<file path="src/sv/pceq_pkg.sv">
// Package for the pin change event qualifier: item types, line record,
// opcodes and state codes. No dependencies.
package pceq_pkg;

  typedef enum logic [1:0] {
    OP_ATTACH = 2'd0,
    OP_DETACH = 2'd1,
    OP_EVENT  = 2'd2,
    OP_NONE   = 2'd3
  } op_e;

  typedef enum logic {
    ST_IDLE = 1'b0,
    ST_EXEC = 1'b1
  } state_e;

  localparam logic [1:0] EdgeRise  = 2'b01;
  localparam logic [1:0] EdgeFall  = 2'b10;
  localparam logic [1:0] EdgeBoth  = 2'b00;
  localparam int unsigned LineSlots = 16;

  typedef struct packed {
    op_e         opcode;
    logic [7:0]  pin;
    logic [1:0]  edge_select;
    logic [31:0] debounce_ticks;
    logic        level;
    logic [63:0] now;
  } in_item_t;

  typedef struct packed {
    logic        status;
    logic        notify;
    logic [7:0]  notify_pin;
    logic        notify_edge;
    logic [63:0] notify_time;
  } out_item_t;

  typedef struct packed {
    logic [7:0]  pin;
    logic [1:0]  edge_sel;
    logic [31:0] debounce;
    logic [63:0] last_time;
  } line_rec_t;

  typedef struct packed {
    logic      we;
    logic      en_set;
    logic      en_clr;
    line_rec_t rec;
  } line_upd_t;

endpackage

</file>
<file path="src/sv/pceq_line_ram.sv">
// Per-line record memory: one write port, one read port, registered read.
// Depends on pceq_pkg for the record type.
module pceq_line_ram import pceq_pkg::*; #(
  parameter int unsigned Depth = 16,
  parameter int unsigned Aw    = 4
) (
  input  logic          clk_i,
  input  logic          rd_en_i,
  input  logic [Aw-1:0] rd_addr_i,
  output line_rec_t     rd_data_o,
  input  logic          wr_en_i,
  input  logic [Aw-1:0] wr_addr_i,
  input  line_rec_t     wr_data_i
);

  line_rec_t mem_q [Depth];
  line_rec_t rd_data_q;

  always_ff @(posedge clk_i) begin
    if (wr_en_i) begin
      mem_q[wr_addr_i] <= wr_data_i;
    end
  end

  always_ff @(posedge clk_i) begin
    if (rd_en_i) begin
      rd_data_q <= mem_q[rd_addr_i];
    end
  end

  assign rd_data_o = rd_data_q;

endmodule

</file>
<file path="src/sv/pceq_decide.sv">
// Read-modify-write decision for one item against its line record.
// Depends on pceq_pkg for item, record and update types.
module pceq_decide import pceq_pkg::*; (
  input  in_item_t  item_i,
  input  line_rec_t rec_i,
  input  logic      enabled_i,
  input  logic      in_range_i,
  output out_item_t result_o,
  output line_upd_t upd_o
);

  logic [1:0]  cur_edge;
  logic        edge_ok;
  logic        port_match;
  logic [63:0] elapsed;
  logic        fire;

  always_comb begin
    cur_edge   = item_i.level ? EdgeRise : EdgeFall;
    edge_ok    = ((rec_i.edge_sel & cur_edge) != 2'b00) || (rec_i.edge_sel == EdgeBoth);
    port_match = (rec_i.pin[7:4] == item_i.pin[7:4]);
    elapsed    = item_i.now - rec_i.last_time;
    fire       = (rec_i.debounce == 32'd0) || (elapsed >= {32'd0, rec_i.debounce});

    result_o   = '0;
    upd_o      = '0;
    upd_o.rec  = rec_i;

    if (in_range_i) begin
      unique case (item_i.opcode)
        OP_ATTACH: begin
          if (enabled_i && !port_match) begin
            result_o.status = 1'b1;
          end else begin
            upd_o.we            = 1'b1;
            upd_o.en_set        = 1'b1;
            upd_o.rec.pin       = item_i.pin;
            upd_o.rec.edge_sel  = item_i.edge_select;
            upd_o.rec.debounce  = item_i.debounce_ticks;
            upd_o.rec.last_time = item_i.now;
          end
        end
        OP_DETACH: begin
          upd_o.en_clr = enabled_i && port_match;
        end
        OP_EVENT: begin
          if (enabled_i && edge_ok) begin
            if (rec_i.debounce != 32'd0) begin
              upd_o.we            = 1'b1;
              upd_o.rec.last_time = item_i.now;
            end
            if (fire) begin
              result_o.notify      = 1'b1;
              result_o.notify_pin  = rec_i.pin;
              result_o.notify_edge = item_i.level;
              result_o.notify_time = item_i.now;
            end
          end
        end
        default: begin
        end
      endcase
    end
  end

endmodule

</file>
<file path="src/sv/pin_change_event_qualifier_core.sv">
// Top level of the pin change event qualifier: handshake control, line
// enable bits and output register. Uses pceq_pkg, pceq_line_ram, pceq_decide.
//
//   channel | direction | handshake               | payload
//   --------+-----------+-------------------------+------------
//   in      | input     | in_valid_i / in_ready_o | in_item_i
//   out     | output    | out_valid_o/out_ready_i | out_item_o
//
// Each item's line record is read from memory as the item is accepted in idle;
// exec decides it and writes the record back. in_ready_o is high in idle only.
// The result waits in an output register while the next item is accepted;
// an item that finishes while that register is still full holds in exec.
// Reset clears the line enable bits at once; no clearing pass is needed.
module pin_change_event_qualifier_core import pceq_pkg::*; #(
  parameter int unsigned LINE_COUNT = 16
) (
  input  logic      clk_i,
  input  logic      rst_ni,
  input  logic      in_valid_i,
  output logic      in_ready_o,
  input  in_item_t  in_item_i,
  output logic      out_valid_o,
  input  logic      out_ready_i,
  output out_item_t out_item_o
);

  localparam int unsigned LineAw = (LINE_COUNT > 1) ? $clog2(LINE_COUNT) : 1;

  state_e          state_q, state_d;
  in_item_t        item_q;
  logic [LINE_COUNT-1:0] enabled_q;
  logic            out_valid_q;
  out_item_t       out_item_q;

  logic            in_fire;
  logic            can_load;
  logic [LineAw-1:0] rd_addr;
  logic [LineAw-1:0] cur_addr;
  logic            in_range;
  line_rec_t       rec;
  out_item_t       result;
  line_upd_t       upd;

  assign in_ready_o = (state_q == ST_IDLE);
  assign in_fire    = in_valid_i && in_ready_o;
  assign can_load   = (state_q == ST_EXEC) && (!out_valid_q || out_ready_i);
  assign rd_addr    = in_item_i.pin[LineAw-1:0];
  assign cur_addr   = item_q.pin[LineAw-1:0];
  assign in_range   = ({1'b0, item_q.pin[3:0]} < 5'(LINE_COUNT));

  always_ff @(posedge clk_i or negedge rst_ni) begin
    if (!rst_ni) begin
      state_q <= ST_IDLE;
    end else begin
      state_q <= state_d;
    end
  end

  always_comb begin
    state_d = state_q;
    unique case (state_q)
      ST_IDLE: if (in_fire) state_d = ST_EXEC;
      ST_EXEC: if (can_load) state_d = ST_IDLE;
      default: state_d = ST_IDLE;
    endcase
  end

  always_ff @(posedge clk_i) begin
    if (in_fire) begin
      item_q <= in_item_i;
    end
  end

  pceq_line_ram #(
    .Depth (LINE_COUNT),
    .Aw    (LineAw)
  ) u_ram (
    .clk_i     (clk_i),
    .rd_en_i   (in_fire),
    .rd_addr_i (rd_addr),
    .rd_data_o (rec),
    .wr_en_i   (can_load && upd.we),
    .wr_addr_i (cur_addr),
    .wr_data_i (upd.rec)
  );

  pceq_decide u_decide (
    .item_i     (item_q),
    .rec_i      (rec),
    .enabled_i  (enabled_q[cur_addr]),
    .in_range_i (in_range),
    .result_o   (result),
    .upd_o      (upd)
  );

  always_ff @(posedge clk_i or negedge rst_ni) begin
    if (!rst_ni) begin
      enabled_q <= '0;
    end else if (can_load) begin
      if (upd.en_set) begin
        enabled_q[cur_addr] <= 1'b1;
      end else if (upd.en_clr) begin
        enabled_q[cur_addr] <= 1'b0;
      end
    end
  end

  always_ff @(posedge clk_i or negedge rst_ni) begin
    if (!rst_ni) begin
      out_valid_q <= 1'b0;
    end else if (can_load) begin
      out_valid_q <= 1'b1;
    end else if (out_ready_i) begin
      out_valid_q <= 1'b0;
    end
  end

  always_ff @(posedge clk_i) begin
    if (can_load) begin
      out_item_q <= result;
    end
  end

  assign out_valid_o = out_valid_q;
  assign out_item_o  = out_item_q;

endmodule

</file>
<file path="config.mk">
export PLATFORM = sky130hd
export DESIGN_NAME = pin_change_event_qualifier_core
export DESIGN_NICKNAME = d
export VERILOG_FILES = /design/src/sv/pceq_pkg.sv /design/src/sv/pceq_line_ram.sv /design/src/sv/pceq_decide.sv /design/src/sv/pin_change_event_qualifier_core.sv
export SDC_FILE = /design/constraint.sdc
export NUM_CORES = 2
export LEC_CHECK = 0
export BUFFER_PORTS_ARGS = -buffer_cell sky130_fd_sc_hd__clkbuf_2
export CORE_MARGIN = 5
export CORE_UTILIZATION = 40
export DETAILED_ROUTE_END_ITERATION = 7
export HOLD_SLACK_MARGIN = 0.06
export PLACE_DENSITY = 0.56
export SETUP_SLACK_MARGIN = 0.15
export SYNTH_ARGS = -nofsm -noshare
export SYNTH_HDL_FRONTEND = slang
export SYNTH_SLANG_ARGS = --single-unit
</file>
<file path="constraint.sdc">
create_clock -name clk_i -period 11.4 [get_ports clk_i]
set_input_delay 1.14 -clock clk_i [delete_from_list [all_inputs] [get_ports clk_i]]
set_output_delay 1.14 -clock clk_i [all_outputs]
set_load 0.05 [all_outputs]
</file>
After elaboration in Yosys (flattened, before gate mapping)
Memories as Yosys holds them, arrays and structs flattened. A register that Yosys moved wholly into a read port is not among the register bits.
Index checks and enable logic that the tools add are counted.
{"block": "totals", "n_memories": 1, "in_bits": 113, "ff_bits": 202, "output_inout_bits": 77, "wordCells": 76, "mem_bits_rw": 1696}
{"memory": "u_ram.mem_q", "depth": 16, "word_bits": 106, "rd": 1, "rd_ports_with_merged_regs": 1, "write_ports": 1, "line_no": "pceq_line_ram.sv:16", "text": "line_rec_t mem_q [Depth];"}
{"block": "op_classes", "muxes": 27, "n_eq_ne": 3, "reduce_logical": 22, "bitwise": 5, "n_lt_le_gt_ge": 3, "n_addsub": 1}
{"op": "two-way mux 64 bit", "count": 2}
{"op": "one-hot mux 64 bit (2 select lines)", "count": 1}
{"op": "two-way mux 106 bit", "count": 1}
{"op": "two-way mux 74 bit", "count": 1}
{"op": ">= comparator 64 x 32 -> 1 bit", "count": 1}
{"op": "subtractor 64 bit", "count": 1}
{"op": "two-way mux 42 bit", "count": 1}
{"op": "zero test 32 bit", "count": 1}
{"op": "two-way mux 16 bit", "count": 2}
{"op": "nonzero test 32 bit", "count": 1}
{"op": "AND 16 bit", "count": 1}
{"op": "inverter 16 bit", "count": 1}
{"op": "bitwise OR 16 bit", "count": 1}
{"op": "two-way mux 1 bit", "count": 13}
{"op": "logical AND 1 bit", "count": 7}
{"op": "nonzero test 2 bit", "count": 3}
{"op": "< comparator 4 x 5 -> 1 bit (second input constant)", "count": 1}
{"op": "binary-select mux 1 bit (select 4 bit)", "count": 1}
{"op": "demux 1 bit (select 4 bit)", "count": 1}
{"op": "== test 4 bit", "count": 1}
{"op": ">= comparator 4 x 1 -> 1 bit (second input constant)", "count": 1}
{"op": "zero test 2 bit", "count": 2}
{"op": "two-way mux 2 bit", "count": 2}
{"op": "one-hot mux 1 bit (2 select lines)", "count": 2}
{"op": "other kinds (8)", "count": 12}

Longest topological paths before layout
{"block": "depth", "word_depth": 10, "depth_mapped": 24, "depth_no_buf": 22}

Cells and area by module
Synthesis repeated with hierarchy kept, for this count alone.
{"block": "hier_totals", "cells_unflattened": 4253, "hier_area_um2": 80315.8}
{"mod": "pceq_line_ram", "seq_area_each_um2": 54111.9, "cells_each": 2712, "area_per_inst_um2": 66605.1, "instances": 1}
{"mod": "pceq_decide", "seq_area_each_um2": 0.0, "cells_each": 1273, "area_per_inst_um2": 7158.1, "instances": 1}
{"mod": "pin_change_event_qualifier_core", "seq_area_each_um2": 5975.7, "cells_each": 268, "area_per_inst_um2": 6552.5, "instances": 1}

Worst setup path after synthesis
OpenSTA, ideal clock, no wires.
{"block": "synth_timing", "path_type": "input -> register", "startpoint": "input port in_valid_i", "endpoint": "register state_q", "arrival_time_ns": 11.218, "slack_ns": 0.043, "path_stages": 2, "path_buffers": 0, "required_ns": 11.261, "setup_time_ns": 0.139, "cell_sequence": "nor2b_1 o21bai_1"}
{"block": "synth_between", "elab_chain_cells": 3}
{"item": "start: declaration", "line_no": "pin_change_event_qualifier_core.sv:19", "text": "input logic in_valid_i,"}
{"item": "logical AND 1 bit", "line_no": "pin_change_event_qualifier_core.sv:45", "text": "assign in_fire = in_valid_i && in_ready_o;"}
{"item": "two-way mux 1 bit", "line_no": "pin_change_event_qualifier_core.sv:62", "text": "ST_IDLE: if (in_fire) state_d = ST_EXEC;"}
{"item": "one-hot mux 1 bit (2 select lines)", "line_no": "pin_change_event_qualifier_core.sv:61", "text": "unique case (state_q)"}
{"item": "named net state_d", "line_no": "pin_change_event_qualifier_core.sv:29", "text": "state_e state_q, state_d;"}
{"item": "end signal: assignment", "line_no": "pin_change_event_qualifier_core.sv:55", "text": "state_q <= state_d;"}
{"item": "end: declaration", "line_no": "pin_change_event_qualifier_core.sv:29"}
The timed path passes the listed nets, and every way through them passes these cells.
A chain may end at the register's enable or synchronous reset.

Worst setup path in the final report
{"block": "layout_timing", "startpoint": "register item_q[20] (netlist bit)", "endpoint": "register out_item_q, in the netlist out_item_o[27] (data pin)"}
{"block": "layout_between", "elab_chain_cells": 4}
{"item": "start: declaration", "line_no": "pin_change_event_qualifier_core.sv:30", "text": "in_item_t item_q;"}
{"item": "start signal: assignment", "line_no": "pin_change_event_qualifier_core.sv:70", "text": "item_q <= in_item_i;"}
{"item": "subtractor 64 bit", "line_no": "pceq_decide.sv:22", "text": "elapsed = item_i.now - rec_i.last_time;"}
{"item": ">= comparator 64 x 32 -> 1 bit", "line_no": "pceq_decide.sv:23", "text": "fire = (rec_i.debounce == 32'd0) || (elapsed >= {32'd0, rec_i.debounce});"}
{"item": "logical OR 1 bit", "line_no": "pceq_decide.sv:23"}
{"item": "AND reduction 3 bit (no line)"}
{"item": "end signal: assignment", "line_no": "pin_change_event_qualifier_core.sv:120", "text": "out_item_q <= result;"}
{"item": "end: declaration", "line_no": "pin_change_event_qualifier_core.sv:33", "text": "out_item_t out_item_q;"}
Every way passes these cells.

==> impl_metrics.py <==
metrics = {
    "power": {
        "p_leak_uw": 0.0299,
        "p_per_area_nw_per_um2": 180,
        "vdd.ir_drop.worst_uv": 123,
    },
    "global_routing": {
        "grt_pass1_vias": 42500,
        "grt_start_max_net_pins": 123,
        "grt_overflow_total": 0,
        "grt_antenna_before_repair": 7,
        "grt_usage": 0.209,
        "grt_pass1_wl_um": 317000,
    },
    "yosys": {
        "avgSynthCellArea_um2": 19.7,
        "synth_cells": 4127,
        "seq_area_frac_synth": 0.741,
        "syn-num-nets": 4336,
        "async_flop_share": 0.00898,
        "synthDistinctLibCells": 77,
        "synth_warnings": 0,
        "synthesis.area_um2": 81100,
        "synth.ff_latch_count": 2004,
        "synth_edf_count": 1986,
        "synth-main-ff-cell": "edfxtp_1",
    },
    "timing": {
        "fmax_mhz": 168,
        "relSlewSlack": 0.0990,
        "slew_viol_final": 0,
        "period_share": 0.522,
        "tns_ps": 0,
        "hold_viol_final": 0,
        "period_minus_slack_ps": 5950,
        "rsz0062_at_grt": "no",
        "setup_viol": 0,
        "fin_worst_skew_ps": 57.9,
        "worst_pin_slew_ps": 1340,
    },
    "critical_path": {
        "worstRegToRegCells": 15,
        "slowest_delay_ps": 850,
        "crit_required_ps": 11950,
        "cp_cell_sequence": "ha_1, nand2_1, nor4_1, o21ai_0, a21oi_1, xor2_1, ha_1, a211oi_1, o22ai_1, a2111oi_0, nand4_1, or4_1, nor4_2, buf_4, a31oi_1",
        "worstSetupStartpointType": "register",
        "cp-end-kind": "register",
        "crit_path_frequent_cell": "ha_1",
        "worstPathMaxFanout": 50,
        "critPathKind": "reg -> reg",
        "slowest_stage": "nor4_1",
        "cp_data_arrival_time_ps": 6500,
    },
    "status": {
        "status": "finished clean",
    },
    "floorplan": {
        "ios": 190,
        "num_rows": 165,
        "start_util": 0.402,
        "dieArea_um2": 212000,
        "core_um2": 202000,
        "die_width_um": 460,
        "die_h_um": 460,
    },
    "layout": {
        "final_area_um2": 92300,
        "multi_input_area_um2": 19800,
        "nFillCells": 17000,
        "drive_gt1_frac": 0.264,
        "final_net_count": 4635,
        "seq_area_um2": 60100,
        "area_growth_pct": 13.8,
    },
    "clocking": {
        "cts-hold-fix-buffers": 0,
        "h-tree-depth": 4,
        "cts_buffer_depth": 3,
        "numCtsBuffers": 204,
        "clock_sinks": 2004,
        "clock_latency_ps": 850,
        "postCtsSetupBuffers": 0,
        "cts_tree": "built",
        "postCtsResizedCells": 0,
        "root_buffer": "clkbuf_16",
        "path_clk_slew_ps": 60,
    },
    "route": {
        "num_vias": 41800,
        "routedWlPerCell_um": 30.6,
        "vias_per_cell": 5.74,
        "antenna_left": 0,
        "routed_wl_um": 223000,
        "drt-initial-drc-count": 4350,
        "drc": 0,
        "first_pass_iters": 6,
    },
    "place": {
        "gp_congestion": 0.890,
        "port_buffers": 189,
        "dpl.hpwl_um": 128000,
        "placed_area_um2": 85800,
    },
    "min_path": {
        "holdCritPathClass": "in -> async",
    },
    "run": {
        "maxCapViolations": 0,
    },
}
per-stage QoR:
step | setup WS (ps) | hold WS, ps | std cells | total power, µW | util
detailed placement | 5570 | 496 | 6892 | 10300 | 0.425
global route | 5120 | 270 | 7277 | 17200 | 0.457
finish | 5450 | 300 | 7282 | 16600 | 0.457
global placement | 5650 | 495 | 6892 | 10300 | 0.425
floorplan | 690 | 474 | 4127 | 9680 | -
CTS | 5550 | 244 | 7275 | 16800 | 0.457
path summary, 6_finish.rpt:
path	slack, ps	end	from
max	5450	out_item_o[27]$_SDFFCE_PN0P_	item_q[20]$_DFFE_PP_
min	300	out_valid_o$_DFFE_PN0P_	rst_ni
max reg2reg	5450	out_item_o[27]$_SDFFCE_PN0P_	item_q[20]$_DFFE_PP_
min reg2reg	510	register	register
max in group asynchronous	10680	asynchronous set/reset pin	rst_ni
min in group clk_i	460	item_q[52]$_DFFE_PP_	in_item_i[52]
layout by cell type, fill, tap and decap left out, drive strengths merged, types with 18 or more instances in the layout:
cell type  Yosys  final
a21oi        117    117
a31oi         77     77
buf           77    135
clkbuf       150    427
clkinv         0    111
dfrtp         18     18
edfxtp      1986   1986
ha            95     95
inv          111    121
mux2          28     28
mux4         535    535
nand2        281    281
nand2b        71     71
nand3         25     25
nand4         47     47
nor2          94     94
nor3          29     29
o21ai        171    171
xnor2         26     26
xor2          24     24
synth_stat cells (7+ instances only):
cell type / n / area, µm²
a211oi_1: 9 / 67.6
a21o_1: 14 / 105
a21oi_1: 115 / 576
a31oi_1: 77 / 482
buf_1: 31 / 116
buf_2: 39 / 195
clkbuf_1: 149 / 559
dfrtp_1: 18 / 450
edfxtp_1: 1986 / 59600
ha_1: 95 / 1190
inv_1: 111 / 417
mux2_2: 28 / 315
mux4_2: 535 / 12000
nand2_1: 281 / 1050
nand2b_1: 71 / 444
nand3_1: 25 / 125
nand4_1: 47 / 294
nor2_1: 94 / 353
nor2b_1: 9 / 56.3
nor3_1: 28 / 140
nor4_1: 14 / 87.6
o21ai_0: 163 / 816
o21ai_1: 8 / 40.0
o21bai_1: 9 / 67.6
o31ai_1: 7 / 52.6
xnor2_1: 26 / 228
xor2_1: 24 / 210
area by class of cell:
| cell class | count | share of cell area |
|---|---|---|
| multi-input cells | 1785 | 0.215 |
| diodes | 7 | 0.000190 |
| flip-flops and latches | 2004 | 0.651 |
| clock inverters | 141 | 0.0125 |
| well taps | 2672 | 0.0362 |
| repair buffers | 320 | 0.0233 |
| clock buffers | 242 | 0.0575 |
| inverters | 111 | 0.00454 |
flip-flops by register name (all words and copies together) (netlist names), named ones only:
| register | cells |
|---|---|
| out_valid_o | 1 |
| state_q | 1 |
| out_item_o | 75 |
| u_ram.mem_q | 1696 |
| cur_addr | 4 |
| item_q | 105 |
| u_ram.rd_data_o | 106 |
routing by layer:
metal  vias up  global-route usage  share of wire
li1      17600                   -              -
met1     22500               0.297           0.43
met2      1410               0.341           0.49
met3       289              0.0314          0.058
met4         8              0.0551          0.026
met5         -                   0        0.00022
worst max-delay path, delay by kind of cell (launching register included):
kind                       cells  cell delay, ps
adders and majority gates      2             820
xor gates and xnor gates       1             200
and+or+nand+nor                5            1940
buffers and inverters          1             620
DFF                            1             470
AOI/OAI and AO/OA              6            1590
logic make-up (layout without fill, tap and decap cells):
logic type                 Yosys count  in the layout  synth area share
AOI/OAI and AO/OA                  467            467            0.0343
xor gates and xnor gates            50             50           0.00540
adders and majority gates           96             96            0.0149
buffers and inverters              338            814            0.0169
DFF                               2004           2004             0.741
muxes                              567            567             0.153
other                                0              7                 0
and+or+nand+nor                    605            605            0.0349
power breakdown:
| group | switching (µW) | leakage (µW) | internal (µW) | total (µW) |
|---|---|---|---|---|
| sequential | 113 | 0.0183 | 8410 | 8530 |
| clock | 2860 | 0.00317 | 3610 | 6470 |
| combinational | 1110 | 0.00836 | 523 | 1630 |
| total | 4080 | 0.0299 | 12600 | 16600 |
No activity file was read; power rests on OpenSTA's default activity.
